[src/sv/kpec_pkg.sv]
`timescale 1ns / 1ps
// Package for the key press event classifier: beat types, codes and constants.
// Depends on nothing; every other file of the block imports it.
package kpec_pkg;

  localparam int unsigned APB_ADDR_W = 4;
  localparam int unsigned APB_DATA_W = 32;
  localparam logic [15:0] REPEAT_TICKS = 16'd250;

  localparam logic [15:0] LONG_PRESS_RESET   = 16'd400;
  localparam logic [15:0] DOUBLE_PRESS_RESET = 16'd0;
  localparam logic [7:0]  CHANNEL_RESET      = 8'd1;

  typedef enum logic {
    FUNC_TICK = 1'b0,
    FUNC_POLL = 1'b1
  } func_t;

  typedef enum logic [1:0] {
    PIN_HELD     = 2'd0,
    PIN_IDLE     = 2'd1,
    PIN_PRESSED  = 2'd2,
    PIN_RELEASED = 2'd3
  } pin_t;

  typedef enum logic [1:0] {
    EV_SHORT_SINGLE = 2'd0,
    EV_SHORT_DOUBLE = 2'd1,
    EV_REPEAT_LONG  = 2'd2,
    EV_LONG_RELEASE = 2'd3
  } event_t;

  typedef enum logic [1:0] {
    REG_LONG_PRESS   = 2'd0,
    REG_DOUBLE_PRESS = 2'd1,
    REG_CHANNEL      = 2'd2,
    REG_NONE         = 2'd3
  } reg_index_t;

  typedef struct packed {
    logic       func;
    logic [1:0] pin_status;
    logic       low_battery;
  } key_item_t;

  typedef struct packed {
    logic [1:0] event_code;
    logic       long_flag;
    logic [7:0] channel_out;
    logic       battery_flag;
    logic [7:0] press_count;
    logic       final_flag;
  } key_event_t;

  typedef struct packed {
    logic [15:0] long_press_ticks;
    logic [15:0] double_press_ticks;
    logic [7:0]  channel_number;
  } kpec_cfg_t;

endpackage

[src/sv/kpec_if.sv]
`timescale 1ns / 1ps
// Valid/ready channel interfaces for key poll items and key events.
// Depends on kpec_pkg for the beat types.
interface kpec_item_if;
  import kpec_pkg::*;

  logic      valid;
  logic      ready;
  key_item_t data;

  modport source (output valid, output data, input ready);
  modport sink (input valid, input data, output ready);
endinterface

interface kpec_event_if;
  import kpec_pkg::*;

  logic       valid;
  logic       ready;
  key_event_t data;

  modport source (output valid, output data, input ready);
  modport sink (input valid, input data, output ready);
endinterface

[src/sv/kpec_regs.sv]
`timescale 1ns / 1ps
// APB register bank holding the timing and channel settings of the classifier.
// Depends on kpec_pkg for the register indexes and the settings struct.
module kpec_regs (
  input  logic                                clk,
  input  logic                                rst,
  input  logic                                psel,
  input  logic                                penable,
  input  logic                                pwrite,
  input  logic [kpec_pkg::APB_ADDR_W-1:0]     paddr,
  input  logic [kpec_pkg::APB_DATA_W-1:0]     pwdata,
  output logic [kpec_pkg::APB_DATA_W-1:0]     prdata,
  output logic                                pready,
  output kpec_pkg::kpec_cfg_t                 cfg
);
  import kpec_pkg::*;

  reg_index_t index;
  logic       write_en;

  assign pready   = 1'b1;
  assign index    = reg_index_t'(paddr[3:2]);
  assign write_en = psel && penable && pwrite && pready;

  always_ff @(posedge clk) begin
    if (rst) begin
      cfg.long_press_ticks   <= LONG_PRESS_RESET;
      cfg.double_press_ticks <= DOUBLE_PRESS_RESET;
      cfg.channel_number     <= CHANNEL_RESET;
    end else if (write_en) begin
      case (index)
        REG_LONG_PRESS:   cfg.long_press_ticks   <= pwdata[15:0];
        REG_DOUBLE_PRESS: cfg.double_press_ticks <= pwdata[15:0];
        REG_CHANNEL:      cfg.channel_number     <= pwdata[7:0];
        default: ;
      endcase
    end
  end

  always_comb begin
    case (index)
      REG_LONG_PRESS:   prdata = {16'd0, cfg.long_press_ticks};
      REG_DOUBLE_PRESS: prdata = {16'd0, cfg.double_press_ticks};
      REG_CHANNEL:      prdata = {24'd0, cfg.channel_number};
      default:          prdata = '0;
    endcase
  end

endmodule

[src/sv/key_press_event_classifier_core.sv]
`timescale 1ns / 1ps
// Top level of the key press event classifier: key state, timer and event register.
// Depends on kpec_pkg, the channel interfaces in kpec_if and the register bank kpec_regs.
//
// Use: each beat on the item channel is either a time tick, which counts the key
// timer down towards zero, or a poll carrying the pin status. A poll may cause one
// beat on the event channel: short single, short double, repeated long or long
// release, with the channel number, the battery flag and the press counter.
// Ticks never cause an event beat.
// An event appears on the event channel in the cycle after the poll that caused
// it is accepted. One item is accepted per cycle while no event is stalled; the
// rate is set by the single event register, which may be refilled in the cycle it
// empties. While the receiver stalls with an event waiting, the item channel stops
// taking beats, so no event is lost or overwritten.
// The settings are written over the APB port at byte addresses 0, 4 and 8; the user
// must write them only while the block is idle, which the block does not enforce.
// pready is always high. Reset clears the timer, the key flags and the press counter,
// loads the settings with their defaults and empties the event register.
module key_press_event_classifier_core (
  input  logic                            clk,
  input  logic                            rst,
  input  logic                            psel,
  input  logic                            penable,
  input  logic                            pwrite,
  input  logic [kpec_pkg::APB_ADDR_W-1:0] paddr,
  input  logic [kpec_pkg::APB_DATA_W-1:0] pwdata,
  output logic [kpec_pkg::APB_DATA_W-1:0] prdata,
  output logic                            pready,
  kpec_item_if.sink                       item,
  kpec_event_if.source                    result
);
  import kpec_pkg::*;

  kpec_cfg_t   cfg;
  logic [15:0] countdown;
  logic [15:0] countdown_next;
  logic        armed;
  logic        armed_next;
  logic        was_long;
  logic        was_long_next;
  logic        was_short;
  logic        was_short_next;
  logic [7:0]  event_counter;
  logic [7:0]  event_counter_next;
  logic        fire;
  logic        emit;
  event_t      kind;

  kpec_regs u_regs (
    .clk     (clk),
    .rst     (rst),
    .psel    (psel),
    .penable (penable),
    .pwrite  (pwrite),
    .paddr   (paddr),
    .pwdata  (pwdata),
    .prdata  (prdata),
    .pready  (pready),
    .cfg     (cfg)
  );

  assign item.ready = !result.valid || result.ready;
  assign fire       = item.valid && item.ready;

  always_comb begin
    countdown_next     = countdown;
    armed_next         = armed;
    was_long_next      = was_long;
    was_short_next     = was_short;
    event_counter_next = event_counter;
    emit               = 1'b0;
    kind               = EV_SHORT_SINGLE;
    if (fire) begin
      if (item.data.func == FUNC_TICK) begin
        if (countdown != 16'd0) begin
          countdown_next = countdown - 16'd1;
        end
      end else begin
        if (item.data.pin_status == PIN_PRESSED) begin
          countdown_next = cfg.long_press_ticks;
          armed_next     = 1'b1;
        end
        if (armed_next) begin
          if (item.data.pin_status == PIN_RELEASED) begin
            countdown_next = cfg.double_press_ticks;
            if (was_long) begin
              kind = EV_LONG_RELEASE;
              emit = 1'b1;
            end else if (was_short) begin
              was_short_next = 1'b0;
              kind           = EV_SHORT_DOUBLE;
              emit           = 1'b1;
            end else begin
              was_short_next = 1'b1;
              kind           = EV_SHORT_SINGLE;
              emit           = (cfg.double_press_ticks == 16'd0);
            end
            was_long_next = 1'b0;
          end
          if (countdown_next == 16'd0) begin
            case (item.data.pin_status)
              PIN_HELD: begin
                countdown_next = REPEAT_TICKS;
                was_long_next  = 1'b1;
                kind           = EV_REPEAT_LONG;
                emit           = 1'b1;
              end
              PIN_IDLE: begin
                armed_next     = 1'b0;
                was_long_next  = 1'b0;
                was_short_next = 1'b0;
              end
              default: ;
            endcase
          end
        end
      end
    end
    if (emit && (kind != EV_REPEAT_LONG)) begin
      event_counter_next = event_counter + 8'd1;
    end
  end

  always_ff @(posedge clk) begin
    if (rst) begin
      countdown     <= '0;
      armed         <= 1'b0;
      was_long      <= 1'b0;
      was_short     <= 1'b0;
      event_counter <= '0;
      result.valid  <= 1'b0;
    end else begin
      countdown     <= countdown_next;
      armed         <= armed_next;
      was_long      <= was_long_next;
      was_short     <= was_short_next;
      event_counter <= event_counter_next;
      if (emit) begin
        result.valid <= 1'b1;
      end else if (result.ready) begin
        result.valid <= 1'b0;
      end
    end
  end

  always_ff @(posedge clk) begin
    if (emit) begin
      result.data.event_code   <= kind;
      result.data.long_flag    <= (kind == EV_REPEAT_LONG) || (kind == EV_LONG_RELEASE);
      result.data.channel_out  <= cfg.channel_number;
      result.data.battery_flag <= item.data.low_battery;
      result.data.press_count  <= event_counter;
      result.data.final_flag   <= (kind != EV_REPEAT_LONG);
    end
  end

  // A waiting event must hold back the item channel so that it is never overwritten.
  assert property (@(posedge clk) disable iff (rst)
    (result.valid && !result.ready) |-> !item.ready)
    else $error("item accepted while an event was stalled");

  // A long event carries the long flag, and only a repeated long is not final.
  assert property (@(posedge clk) disable iff (rst)
    result.valid |-> ((result.data.long_flag == result.data.event_code[1]) &&
                      (result.data.final_flag ==
                       (result.data.event_code != EV_REPEAT_LONG))))
    else $error("inconsistent flags on an event beat");

  // A tick never produces an event beat.
  assert property (@(posedge clk) disable iff (rst)
    (fire && (item.data.func == FUNC_TICK) && !result.valid) |=> !result.valid)
    else $error("event beat produced by a tick");

  // The press counter moves only with a final event.
  assert property (@(posedge clk) disable iff (rst)
    (event_counter_next != event_counter) |-> (emit && (kind != EV_REPEAT_LONG)))
    else $error("press counter moved without a final event");

  // A disarmed key keeps no long or short history.
  assert property (@(posedge clk) disable iff (rst)
    !armed |-> (!was_long && !was_short))
    else $error("key history kept while disarmed");

endmodule
[src/flat_wrapper.sv]
// flat-port wrapper written by rule: the top's interface ports become plain ports
module key_press_event_classifier_core_flat import kpec_pkg::*;
  (clk, rst, psel, penable, pwrite, paddr, pwdata, prdata, pready, item_valid, item_data, item_ready, result_valid, result_data, result_ready);
  kpec_item_if item_i ();
  kpec_event_if result_i ();
  input  logic clk;
  input  logic rst;
  input  logic psel;
  input  logic penable;
  input  logic pwrite;
  input  logic [kpec_pkg::APB_ADDR_W-1:0] paddr;
  input  logic [kpec_pkg::APB_DATA_W-1:0] pwdata;
  output logic [kpec_pkg::APB_DATA_W-1:0] prdata;
  output logic pready;
  input wire logic [$bits(item_i.valid)-1:0] item_valid;
  input wire logic [$bits(item_i.data)-1:0] item_data;
  output wire logic [$bits(item_i.ready)-1:0] item_ready;
  output wire logic [$bits(result_i.valid)-1:0] result_valid;
  output wire logic [$bits(result_i.data)-1:0] result_data;
  input wire logic [$bits(result_i.ready)-1:0] result_ready;
  assign item_i.valid = item_valid;
  assign item_i.data = item_data;
  assign item_ready = item_i.ready;
  assign result_valid = result_i.valid;
  assign result_data = result_i.data;
  assign result_i.ready = result_ready;
  key_press_event_classifier_core u_core (.clk(clk), .rst(rst), .psel(psel), .penable(penable), .pwrite(pwrite), .paddr(paddr), .pwdata(pwdata), .prdata(prdata), .pready(pready), .item(item_i), .result(result_i));
endmodule
[config.mk]
export PLATFORM = sky130hd
export DESIGN_NAME = key_press_event_classifier_core_flat
export DESIGN_NICKNAME = d
export VERILOG_FILES = /design/src/sv/kpec_pkg.sv /design/src/sv/kpec_if.sv /design/src/sv/kpec_regs.sv /design/src/sv/key_press_event_classifier_core.sv /design/src/flat_wrapper.sv
export SDC_FILE = /design/constraint.sdc
export NUM_CORES = 1
export LEC_CHECK = 0
export ABC_AREA = 1
export BUFFER_PORTS_ARGS = -buffer_cell sky130_fd_sc_hd__buf_2
export CAP_MARGIN = 40
export CORE_ASPECT_RATIO = 1.4
export CORE_MARGIN = 2
export CORE_UTILIZATION = 55
export DETAILED_ROUTE_END_ITERATION = 12
export PLACE_DENSITY = 0.77
export RECOVER_POWER = 50
export SLEW_MARGIN = 20
export SYNTH_ARGS = -nofsm -noshare
export SYNTH_HDL_FRONTEND = slang
export SYNTH_SLANG_ARGS = --single-unit
[constraint.sdc]
create_clock -name clk -period 2.57 [get_ports clk]
set_input_delay 0.3855 -clock clk [delete_from_list [all_inputs] [get_ports clk]]
set_output_delay 0.3855 -clock clk [all_outputs]
set_load 0.05 [all_outputs]
== Word level (Yosys, flattened, before mapping) ==
Index checks and enable logic that the tools add are counted.

* Register bits after elaboration: 89
* Input port bits: 47
* Output and inout port bits: 56
* Word-level logic and storage cells: 88

* Add/sub/neg operators: 2
* Equality and inequality tests: 8
* Muxes and demuxes: 43
* Reductions and logical operators: 20

{| class="wikitable"
|+ Operators by type and width
! operator !! count
|-
| 16-bit 2-to-1 mux || 10
|-
| 16-bit one-hot mux with 3 select lines || 1
|-
| 16-bit logical NOT || 2
|-
| 1-bit 2-to-1 mux || 24
|-
| 16-bit nonzero test || 1
|-
| 16-bit by 1-bit subtractor with 16-bit output (second input constant) || 1
|-
| 2-bit 2-to-1 mux || 7
|-
| 2-bit == test (second input constant) || 5
|-
| 2-bit AND reduction || 5
|-
| 8-bit by 1-bit adder with 8-bit output (second input constant) || 1
|-
| 2-bit by 1-bit == test with 1-bit output (second input constant) || 2
|-
| 1-bit logical AND || 4
|-
| 2-bit logical NOT || 2
|-
| 2-bit nonzero test || 2
|-
| 3-bit AND reduction || 1
|-
| 1-bit logical OR || 2
|-
| 2-bit != test (second input constant) || 1
|-
| 1-bit one-hot mux with 2 select lines || 1
|-
| 1-bit logical NOT || 1
|}

== Logic depth before layout (Yosys ltp) ==
Gate-level depths: netlist of the first run.

* Word-level depth: 14
* Mapped depth: 16

== Hierarchy ==
Synthesis of the first run repeated with hierarchy kept, for this count alone.

* Cells, all modules: 731
* Area, all modules: 5099.9 µm²

{| class="wikitable"
|+ By module, submodules not included
! module !! instances !! cells each !! area an instance (µm²)
|-
| key_press_event_classifier_core || 1 || 427 || 3040.4
|-
| kpec_regs || 1 || 304 || 2059.5
|}

== Worst setup path after synthesis of the first run ==
No wires, ideal clock.

* Path type: input-to-output
* Start point: in paddr[2] (netlist bit)
* End point: out prdata[6] (netlist bit)
* Arrival time: 1669 ps
* Required time: 2184 ps
* Slack: 515 ps
* Stages: 5
* Cells stage by stage: inv_1 > nor2_1 > inv_1 > clkbuf_1 > o221ai_1

* Word-level cells in the longest chain between the ends: 2
* Elaborated cells on any way between the ends: 4
* Classes of those cells: eq/ne: 2; mux: 1; reduce/logical: 1

{| class="wikitable"
|+ RTL lines
! item !! line !! RTL
|-
| start: declaration || flat_wrapper.sv:11 || <nowiki>input logic [kpec_pkg::APB_ADDR_W-1:0] paddr;</nowiki>
|-
| 2-bit == test, or another cell as far along || kpec_regs.sv:41 || <nowiki>case (index)</nowiki>
|-
| 16-bit one-hot mux with 3 select lines * || kpec_regs.sv:41 ||
|-
| end: declaration || flat_wrapper.sv:13 || <nowiki>output logic [kpec_pkg::APB_DATA_W-1:0] prdata;</nowiki>
|}

Mark *: on every way between the ends. The rest lies on a longest branch, timed or not.

== Worst setup path in the final report of the first run ==
* Start point: reg u_core.result.valid
* End point: reg u_core.event_counter[3]

* Word-level cells in the longest chain between the ends: 6
* Elaborated cells on any way between the ends: 7
* Classes of those cells: eq/ne: 1; mux: 2; reduce/logical: 4

{| class="wikitable"
|+ RTL lines
! item !! line !! RTL
|-
| start: declaration || kpec_if.sv:22 || <nowiki>modport source (output valid, output data, input ready);</nowiki>
|-
| start signal: assignment || key_press_event_classifier_core.sv:131 || <nowiki>result.valid <= 1'b0;</nowiki>
|-
| start signal: assignment || key_press_event_classifier_core.sv:139 || <nowiki>result.valid <= 1'b1;</nowiki>
|-
| start signal: assignment || key_press_event_classifier_core.sv:141 || <nowiki>result.valid <= 1'b0;</nowiki>
|-
| 1-bit logical NOT || key_press_event_classifier_core.sv:62 || <nowiki>assign item.ready = !result.valid || result.ready;</nowiki>
|-
| 1-bit logical OR || key_press_event_classifier_core.sv:62 ||
|-
| 1-bit logical AND || key_press_event_classifier_core.sv:63 || <nowiki>assign fire = item.valid && item.ready;</nowiki>
|-
| 2-bit 2-to-1 mux || key_press_event_classifier_core.sv:73 || <nowiki>if (fire) begin</nowiki>
|-
| net u_core.kind[0] || key_press_event_classifier_core.sv:47 || <nowiki>event_t kind;</nowiki>
|-
| 2-bit != test || key_press_event_classifier_core.sv:119 || <nowiki>if (emit && (kind != EV_REPEAT_LONG)) begin</nowiki>
|-
| 1-bit logical AND || key_press_event_classifier_core.sv:119 ||
|-
| end signal: assignment || key_press_event_classifier_core.sv:137 || <nowiki>event_counter <= event_counter_next;</nowiki>
|-
| end: declaration || key_press_event_classifier_core.sv:43 || <nowiki>logic [7:0] event_counter;</nowiki>
|}

The timed path passes the listed nets, and every way through them passes these cells.
A chain may end at the register's enable or synchronous reset.

==> flow_summary.yaml, run 1 <==
status:
  status: "finished clean"
min_path:
  worst_hold_path_type: "input pin to flop"
timing:
  post-route-period-util_pct: 85.85
  min_period_ns: 2.206
  clock_skew_ns: 0.006602
  worst_slew_pin_slew_ns: 1.198
  timing.final.setup_violations: 0
  fin_setup_tns_ns: 0
  slew-limit-headroom_pct: 20.16
  max_clock_freq_mhz: 453.2
  pins_over_slew_limit: 0
  rsz0062_at_grt: "false"
  finalHoldViolations: 0
clocking:
  cts_tree: "built"
  cts_setup_buffers: 0
  cts_made_buffers: 9
  clk_transition_reported_paths_ns: 0.06
  postCtsHoldBufs: 0
  ctsLongestPathBuffers: 2
  clock-sinks: 88
  htreeDepth: 3
  ctsRootBufferMaster: "sky130_fd_sc_hd__clkbuf_16"
  clock_insertion_delay_worst_skew_ns: 0.34
  cts.repair.resized: 0
floorplan:
  coreArea_um2: 8458
  initial_utilization_pct: 55.96
  total_die_area_um2: 9375
  die_y_um: 113.8
  placement_rows: 40
  top_level_ports: 103
  die_w_um: 82.41
logic_synthesis:
  yosys_warning_count: 0
  synthesis.area_per_instance_um2: 7.573
  yosys.area_share.xor_xnor_pct: 1.850
  ys_ff_latch: 88
  yosysSeqAreaShare_pct: 41.45
  synth.area.mux_share_pct: 0
  synth_cells: 625
  post_synth_fa_ha_maj_area_fraction_pct: 0.7930
  synth_top_family_by_area: "simple AND/OR/NAND/NOR gates"
  synth-simple-area-share_pct: 23.34
  synth_compound_area_share_pct: 20.06
  netlist-cell-type-count: 36
  syn_std_cell_area_um2: 4733
final_layout:
  final_core_util_pct: 63.05
  stdcell_area_um2: 5333
  fraction_of_layout_instances_using_a_drive_strength_above_1_pct: 14.68
  area_growth_syn_to_layout_pct: 12.66
  design.final.nets: 733
  seq_area_um2: 1962
  fillCellCount: 749
  combined_area_of_the_multi_input_logic_cells_um2: 2236
  antennaDiodeCount: 0
setup_path:
  cp_max_fo: 11
  crit_slowest_cell: "sky130_fd_sc_hd__dfxtp_1"
  r2r-end: "u_core.event_counter[3]"
  timing.critical_path.to: "u_core.event_counter[3]"
  critPathLaunch: "u_core.result.valid"
  worst-endpoint-arrival_ns: 2.39
  critical_path.max_stage_delay_ns: 0.33
  timing.critical_path.depth: 10
  endpoint_class_of_the_critical_path: "flop"
  worstSetupPathType: "flop to flop"
  required_worst_endpoint_ns: 2.75
  worst_path_buffer_plus_inverter_count: 2
  critical_path.reg2reg.startpoint: "u_core.result.valid"
  timing.reg2reg.worst_path_depth: 10
  critical-path-top-delay-family: "simple AND/OR/NAND/NOR gates"
  r2r_slack_ns: 0.36
  setup.worst_path.start_class: "flop"
  crit_chain: "a21boi_0, nand2_1, nor2_1, inv_1, nor3_1, inv_1, nand2_2, nand2_2, nand2_1, a21oi_2"
pwr:
  power.static_leakage_nw: 2.120
  p_comb_share_pct: 16.2
  power_frac_seq_pct: 44.9
  total_power_mw: 3.316
  power.density_nw_per_um2: 621.8
  p_sw_share_pct: 28.95
  clock_power_share_pct: 38.9
  p_int_mw: 2.356
  p_switching_mw: 0.9598
  vdd.ir_drop.worst_v: 0.0005519
drt:
  vias: 4483
  antenna_violating_nets_post_route: 0
  drc_errors: 0
  post_drt_via_cell_ratio: 5.653
  wirelength_um: 12200
  routed_wire_length_per_instance_um: 15.38
  first_pass_iters: 5
  drt_iter0_markers: 347
placed_design:
  portBuffers: 67
  gp_congestion: 0.9370
  placed_cell_area_um2: 5085
  dp_wirelength_um: 8959
global_route:
  grt_pass1_vias: 4098
  largest_net_degree_at_the_start_of_global_routing: 51
  grt.total_usage_pct: 26.95
  global_route.overflow_total: 0
  grt_first_pass_wirelength_um: 19400
  antenna_violations_before_repair: 0
run:
  max-cap-violations: 0
==> metal layers <==
layer	wire (um)	vias to the layer above	GRT usage (%)
met3	561	37	4.668
met1	4915	2066	30.47
met4	458	0	13.22
met2	6264	168	47.47
li1	-	2212	-
met5	0	-	0
==> flip-flops by register name, summed over array words and instances (netlist names) <==
signal and flops:
u_core.armed 1, u_core.countdown 16, u_core.event_counter 8, u_core.result.data 20
u_core.result.valid 1, u_core.u_regs.cfg 40, u_core.was_long 1, u_core.was_short 1
==> through the flow <==
step | hold WS [ns] | cells | setup WS, ns
after detailed placement | 0.4416 | 777 | 0.08980
after global placement | 0.4382 | 777 | 0.1522
after floorplan | 0.4252 | 640 | 0.5154
after global routing | 0.2150 | 793 | 0.1278
final | 0.2245 | 793 | 0.3636
after CTS | 0.2187 | 793 | 0.4197
==> cells in the final DEF (no fill, tap or decap), types with 4 or more instances in the layout <==
master and instances:
sky130_fd_sc_hd__a21oi_1 54, sky130_fd_sc_hd__nand3_2 13, sky130_fd_sc_hd__o221ai_1 9, sky130_fd_sc_hd__o21ai_0 63, sky130_fd_sc_hd__inv_1 69, sky130_fd_sc_hd__nand3_1 54
sky130_fd_sc_hd__o211ai_1 16, sky130_fd_sc_hd__buf_2 42, sky130_fd_sc_hd__nand2_2 4, sky130_fd_sc_hd__buf_4 10, sky130_fd_sc_hd__nor4_1 7, sky130_fd_sc_hd__o22ai_1 8
sky130_fd_sc_hd__edfxtp_1 20, sky130_fd_sc_hd__nand2_1 87, sky130_fd_sc_hd__xor2_1 8, sky130_fd_sc_hd__dfxtp_1 68, sky130_fd_sc_hd__nor3_1 7, sky130_fd_sc_hd__conb_1 17
sky130_fd_sc_hd__clkbuf_16 9, sky130_fd_sc_hd__clkbuf_1 26, sky130_fd_sc_hd__a21oi_2 7, sky130_fd_sc_hd__nor2_1 58
==> cell usage after synthesis <==
master	number	area (um^2)
sky130_fd_sc_hd__a21boi_0	1	7.510
sky130_fd_sc_hd__conb_1	2	7.510
sky130_fd_sc_hd__o31ai_1	1	7.510
sky130_fd_sc_hd__clkbuf_1	21	78.83
sky130_fd_sc_hd__buf_2	2	10.01
sky130_fd_sc_hd__buf_4	19	142.6
sky130_fd_sc_hd__inv_2	4	15.01
sky130_fd_sc_hd__nand3_2	13	130.1
sky130_fd_sc_hd__a22o_1	1	8.760
sky130_fd_sc_hd__edfxtp_1	20	600.6
sky130_fd_sc_hd__xor2_1	8	70.07
sky130_fd_sc_hd__o22ai_1	8	50.05
sky130_fd_sc_hd__nor2_4	2	22.52
sky130_fd_sc_hd__a21oi_1	54	270.3
sky130_fd_sc_hd__nand2_2	4	25.02
sky130_fd_sc_hd__nor2_2	3	18.77
sky130_fd_sc_hd__nor2_1	57	214.0
sky130_fd_sc_hd__buf_6	6	67.56
sky130_fd_sc_hd__buf_8	1	15.01
sky130_fd_sc_hd__inv_1	68	255.2
sky130_fd_sc_hd__nor4_1	7	43.79
sky130_fd_sc_hd__nor3_1	7	35.03
sky130_fd_sc_hd__a211oi_1	1	7.510
sky130_fd_sc_hd__a221oi_1	1	8.760
sky130_fd_sc_hd__ha_1	3	37.54
sky130_fd_sc_hd__nand2_1	87	326.6
sky130_fd_sc_hd__a31oi_1	1	6.260
sky130_fd_sc_hd__o21ai_0	63	315.3
sky130_fd_sc_hd__nand3_1	54	270.3
sky130_fd_sc_hd__nand4_1	3	18.77
sky130_fd_sc_hd__a21oi_2	7	61.31
sky130_fd_sc_hd__o221ai_1	9	78.83
sky130_fd_sc_hd__o211ai_1	16	120.1
sky130_fd_sc_hd__o21a_1	1	7.510
sky130_fd_sc_hd__dfxtp_1	68	1361
sky130_fd_sc_hd__xnor2_1	2	17.52
==> power groups by stage <==
stage	clock network, mW	logic [mW]	registers (mW)
finish	1.29	0.537	1.49
global route	1.35	0.588	1.49
CTS	1.30	0.533	1.49
detailed placement	0	0.530	1.52
global placement	0	0.520	1.52
floorplan	0	0.417	1.52
==> worst min-delay path by stage <==
stage / cells after the start / from / slack, ns / endpoint
final: 1 / item_data[0] / 0.22 / u_core.result.data[9]
after global routing: 1 / item_data[0] / 0.22 / u_core.result.data[9]
after CTS: 1 / item_data[0] / 0.22 / u_core.result.data[9]
after detailed placement: 0 / u_core.u_regs.cfg[2] / 0.44 / u_core.result.data[12]
after global placement: 0 / u_core.u_regs.cfg[3] / 0.44 / u_core.result.data[13]
after floorplan: 0 / u_core.u_regs.cfg[1] / 0.43 / u_core.result.data[11]
==> area by class of cell <==
class,count,area share (%)
clock inverter,6,1.126
timing repair buffer,81,8.329
tap,105,2.464
clock buffer,10,4.294
sequential,88,36.79
multi-input combinational,431,41.93
inverter,72,5.068
==> cell families (layout without fill, tap and decap cells) <==
family / after synthesis / count (layout)
flip-flops: 88 / 88
XOR/XNOR: 10 / 10
other: 2 / 17
adder cells (fa/ha/maj): 3 / 3
AND/OR/NAND/NOR: 237 / 237
buffers and inverters: 121 / 169
AO/OA/AOI/OAI: 164 / 164
Power figures use the tool's default switching activity.
==> run 2, diff against run 1 <==
Settings changed: BUFFER_PORTS_ARGS -buffer_cell sky130_fd_sc_hd__buf_2 to -buffer_cell sky130_fd_sc_hd__clkbuf_2.
==> run 2 against run 1 <==
Fmax fell by 4.0%. Clock-buffer cell count rose by 3. Non-clock buffer count fell by 1. Largest power group unchanged. Total power fell by 0.47%. Sequential share of layout area rose by 0.18 points.
==> flow_summary.yaml, run 2 (synthesized netlist as in run 1, its figures left out) <==
floorplan:
  initial_utilization_pct: 55.96
  top_level_ports: 103
  die_y_um: 113.8
  total_die_area_um2: 9375
  die_w_um: 82.41
  placement_rows: 40
  coreArea_um2: 8458
setup_path:
  critical_path.reg2reg.startpoint: "u_core.result.valid"
  setup.worst_path.start_class: "flop"
  endpoint_class_of_the_critical_path: "flop"
  worst-endpoint-arrival_ns: 2.56
  required_worst_endpoint_ns: 2.83
  critPathLaunch: "u_core.result.valid"
  worstSetupPathType: "flop to flop"
  cp_max_fo: 11
clocking:
  clock-sinks: 88
  cts_setup_buffers: 0
  cts_made_buffers: 9
  clk_transition_reported_paths_ns: 0.06
  ctsLongestPathBuffers: 2
  clock_insertion_delay_worst_skew_ns: 0.34
  postCtsHoldBufs: 0
  htreeDepth: 3
  ctsRootBufferMaster: "sky130_fd_sc_hd__clkbuf_16"
  cts.repair.resized: 0
  cts_tree: "built"
global_route:
  grt.total_usage_pct: 27.42
  antenna_violations_before_repair: 0
  largest_net_degree_at_the_start_of_global_routing: 51
  global_route.overflow_total: 0
  globalRouteMet3Util_pct: 4.826
  grt_pass1_vias: 4259
  top_usage_layer: "met2"
  groute.layer.met2.usage_pct: 49.35
  global_route.usage.met1_pct: 31.37
  grt_first_pass_wirelength_um: 19910
pwr:
  power.density_nw_per_um2: 621.9
  vdd.ir_drop.worst_v: 0.0004160
  total_power_mw: 3.300
  power.static_leakage_nw: 2.100
placed_design:
  placed_cell_area_um2: 5065
  dp_wirelength_um: 9032
  portBuffers: 67
  preCtsSetupSlack_ns: 0.1379
  gp_congestion: 0.9480
timing:
  min_period_ns: 2.298
  max_clock_freq_mhz: 435.2
  slew-limit-headroom_pct: 25.04
  post-route-period-util_pct: 89.42
  timing.final.setup_violations: 0
  finalHoldViolations: 0
  clock_skew_ns: 0.006369
  fin_setup_tns_ns: 0
  pins_over_slew_limit: 0
  worst_slew_pin_slew_ns: 1.124
  worst_slack_ns: 0.2720
  rsz0062_at_grt: "false"
final_layout:
  regMostFlops: "u_core.u_regs.cfg"
  stdcell_area_um2: 5306
  largestRegisters: "u_core.u_regs.cfg x40, u_core.result.data x20, u_core.countdown x16"
  design.final.nets: 732
  fraction_of_layout_instances_using_a_drive_strength_above_1_pct: 14.12
  final_common_cell: "sky130_fd_sc_hd__nand2_1"
  area_growth_syn_to_layout_pct: 12.11
  flip_flop_count_of_the_largest_register_all_copies_and_words_added: 40
  antennaDiodeCount: 0
  layout.cells.most_common_list: "87 x sky130_fd_sc_hd__nand2_1, 69 x sky130_fd_sc_hd__inv_1, 68 x sky130_fd_sc_hd__dfxtp_1"
min_path:
  worst_hold_path_type: "input pin to flop"
  hold_path.startpoint: "item_data[0]"
drt:
  drc_errors: 0
  first_pass_iters: 6
  routed_wire_length_per_instance_um: 15.54
  wirelength_um: 12310
  vias: 4516
  post_drt_via_cell_ratio: 5.702
  antenna_violating_nets_post_route: 0
  drt_iter0_markers: 438
run:
  max-cap-violations: 0
status:
  status: "finished clean"
==> run 2: cell count changes in the layout (fill, tap and decap cells not counted), sizes merged <==
cell	change
clkinv	-1
clkbuf	+45
inv	-1
clkinvlp	-1
buf	-43
==> run 2: per-stage QoR <==
| stage | instances | hold WS [ns] | util [%] |
|---|---|---|---|
| CTS | 792 | 0.2224 | 63.22 |
| floorplan | 640 | 0.4252 | - |
| finish | 792 | 0.2247 | 62.74 |
| global route | 792 | 0.2194 | 62.74 |
| global placement | 776 | 0.4376 | 59.88 |
| detailed placement | 776 | 0.4419 | 59.88 |
==> run 2: worst max-delay path, stage by stage, from the launching register on <==
cell                       delay [ns]
sky130_fd_sc_hd__dfxtp_1         0.32
sky130_fd_sc_hd__a21boi_0        0.29
sky130_fd_sc_hd__nand2_1         0.16
sky130_fd_sc_hd__nor2_1          0.27
sky130_fd_sc_hd__inv_1           0.15
sky130_fd_sc_hd__nor2_1          0.16
sky130_fd_sc_hd__nand2_1         0.13
sky130_fd_sc_hd__nand2_2         0.10
sky130_fd_sc_hd__nand2_2         0.19
sky130_fd_sc_hd__nand2_2         0.21
sky130_fd_sc_hd__nand2_1         0.10
sky130_fd_sc_hd__a21oi_2         0.12
==> run 2: cell type report <==
class | count | area (um^2)
inverters | 72 | 270.3
well taps | 105 | 131.4
clock buffers | 13 | 240.2
clock inverters | 3 | 42.54
multi-input cells | 431 | 2236
flip-flops and latches | 88 | 1962
repair buffers | 80 | 424.2
fillers | 744 | 3152
==> run 2: path summary, 6_finish.rpt <==
path,end,slack [ns],cells past startpoint
setup / recovery,u_core.event_counter[2],0.27,11
hold / removal,u_core.result.data[9],0.22,1
setup reg to reg,u_core.event_counter[2],0.27,11
hold reg to reg,u_core.result.data[11],0.46,0
==> run 2: where the power goes <==
part           internal, mW  switching (mW)  total [mW]  leakage, nW
sequential             1.45          0.0399        1.49        0.716
clock                 0.754           0.520        1.27        0.135
combinational         0.152           0.383       0.535         1.25
total                  2.36           0.943        3.30         2.10
==> run 2: routing by layer <==
layer	share of wire [%]	routed length (um)
met1	40	4881
met2	53	6541
met3	5.2	636
met4	2.0	248
met5	0	0
==> run 3, diff against run 2 <==
Settings changed: CELL_PAD_IN_SITES_DETAIL_PLACEMENT set to 1, CELL_PAD_IN_SITES_GLOBAL_PLACEMENT set to 1, CORE_UTILIZATION 55 to 39, PLACE_DENSITY 0.77 to 0.75.
==> run 3 against run 2 <==
Final cell count increased by 5.7%. Sequential share of layout area decreased by 0.50 points. Register-to-register slack about the same. Clock skew about the same. Critical path depth decreased by 1. Clock-buffer cell count decreased by 4. Clock power increased by 4%. Hold slack got worse by 0.0094 ns. Sequential power about the same. Critical path type unchanged. Critical endpoint is now u_core.countdown[13]. Largest cell class unchanged.
==> flow_summary.yaml, run 3 (synthesized netlist as in run 1, its figures left out) <==
min_path:
  hold_path.startpoint: "item_data[0]"
  worst_hold_path_type: "input pin to flop"
  hold-path-cell-count: 1
  hold-path-endpoint: "u_core.result.data[9]"
final_layout:
  layout.cells.most_common_list: "87 x sky130_fd_sc_hd__nand2_1, 68 x sky130_fd_sc_hd__inv_1, 68 x sky130_fd_sc_hd__dfxtp_1"
  fillCellCount: 1516
  flip_flop_count_of_the_largest_register_all_copies_and_words_added: 40
  antennaDiodeCount: 0
  final_common_cell: "sky130_fd_sc_hd__nand2_1"
  fraction_of_layout_instances_using_a_drive_strength_above_1_pct: 15.07
  design.final.nets: 735
  area_growth_syn_to_layout_pct: 13.64
  largestRegisters: "u_core.u_regs.cfg x40, u_core.result.data x20, u_core.countdown x16"
  regMostFlops: "u_core.u_regs.cfg"
floorplan:
  top_level_ports: 103
  initial_utilization_pct: 40.04
  total_die_area_um2: 13050
  placement_rows: 47
  die_w_um: 97.11
  die_y_um: 134.4
  coreArea_um2: 11820
clocking:
  htreeDepth: 3
  cts_tree: "built"
  clock-sinks: 88
  cts_made_buffers: 9
  postCtsHoldBufs: 0
  ctsRootBufferMaster: "sky130_fd_sc_hd__clkbuf_16"
  ctsLongestPathBuffers: 2
  cts.repair.resized: 0
  clk_transition_reported_paths_ns: 0.07
  cts_setup_buffers: 0
  clock_insertion_delay_worst_skew_ns: 0.34
global_route:
  grt.total_usage_pct: 22.56
  antenna_violations_before_repair: 0
  global_route.overflow_total: 0
  grt_first_pass_wirelength_um: 23770
  grt_pass1_vias: 4878
  largest_net_degree_at_the_start_of_global_routing: 51
drt:
  detail_route.wirelength.met1_um: 5639
  drc_errors: 0
  routed_wire_length_per_instance_um: 17.20
  routed-wl-met2_um: 7798
  first_pass_iters: 4
  met3_length_um: 443
  antenna_violating_nets_post_route: 0
  drt_iter0_markers: 142
  post_drt_via_cell_ratio: 5.435
  wirelength_um: 14400
  vias: 4549
  dr.max_layer_used: "met4"
setup_path:
  r2r-end: "u_core.countdown[13]"
  endpoint_class_of_the_critical_path: "flop"
  worstSetupPathType: "flop to flop"
  critical-path-top-delay-family: "simple AND/OR/NAND/NOR gates"
  cp_max_fo: 18
  worst-endpoint-arrival_ns: 2.46
  timing.reg2reg.worst_path_depth: 10
  crit_chain: "inv_1, ha_1, nand3_1, nor3_1, nand2_1, nand2_1, inv_1, o21ai_0, nand2_1, a21oi_1"
  critical_path.max_stage_delay_ns: 0.44
  crit_slowest_cell: "sky130_fd_sc_hd__dfxtp_1"
  critical_path.reg2reg.startpoint: "u_core.countdown[0]"
  crit_top_cell: "sky130_fd_sc_hd__nand2_1"
  required_worst_endpoint_ns: 2.75
  setup.worst_path.start_class: "flop"
  r2r_slack_ns: 0.28
  worst_path_buffer_plus_inverter_count: 2
timing:
  finalHoldViolations: 0
  worst_slack_ns: 0.2838
  min_period_ns: 2.286
  slew-limit-headroom_pct: 20.94
  worst_slew_pin_slew_ns: 1.186
  rsz0062_at_grt: "false"
  pins_over_slew_limit: 0
  clock_skew_ns: 0.006789
  max_clock_freq_mhz: 437.4
  post-route-period-util_pct: 88.96
  timing.final.setup_violations: 0
  fin_setup_tns_ns: 0
placed_design:
  preCtsSetupSlack_ns: 0.1138
  portBuffers: 67
  dp_wirelength_um: 10970
  gp_congestion: 0.9023
pwr:
  power.static_leakage_nw: 2.124
  vdd.ir_drop.worst_v: 0.0003515
  power.density_nw_per_um2: 626.3
status:
  status: "finished clean"
run:
  max-cap-violations: 0
==> run 3: power by group <==
part	leakage [nW]	switching (mW)	internal, mW
sequential	0.716	0.0376	1.45
combinational	1.26	0.402	0.155
clock	0.147	0.570	0.754
==> run 3: per-stage QoR <==
stage	utilization, %	std cells	total power [mW]	hold WS [ns]	instance area, um^2
after floorplan	-	640	1.936	0.4252	4790
after global placement	43.38	821	2.051	0.4406	5127
after detailed placement	43.38	821	2.073	0.4447	5127
after CTS	45.88	837	3.406	0.2037	5423
after global routing	45.51	837	3.519	0.2080	5379
final	45.51	837	3.369	0.2154	5379
==> run 3: worst max-delay path by stage <==
stage	end	from	cells past startpoint
after floorplan	prdata[6]	paddr[2]	5
after global placement	u_core.event_counter[7]	item_data[1]	15
after detailed placement	u_core.event_counter[1]	item_data[1]	15
after CTS	u_core.countdown[8]	u_core.countdown[0]	9
after global routing	u_core.event_counter[1]	u_core.result.valid	10
final	u_core.countdown[13]	u_core.countdown[0]	10
==> run 3: final cells by class <==
cell class	count	area [um^2]	share of cell area (%)
clock inverters	7	70.07	1.303
repair buffers	83	434.2	8.072
clock buffers	9	225.2	4.187
multi-input cells	431	2233	41.52
inverters	72	270.3	5.024
well taps	147	183.9	3.419
flip-flops and latches	88	1962	36.47
==> run 3: routing by layer <==
layer  track usage (%)  up-vias
li1                  -     2206
met1             23.80     2196
met2             42.94      113
met3             3.179       34
met4             11.97        0
met5                 0        -
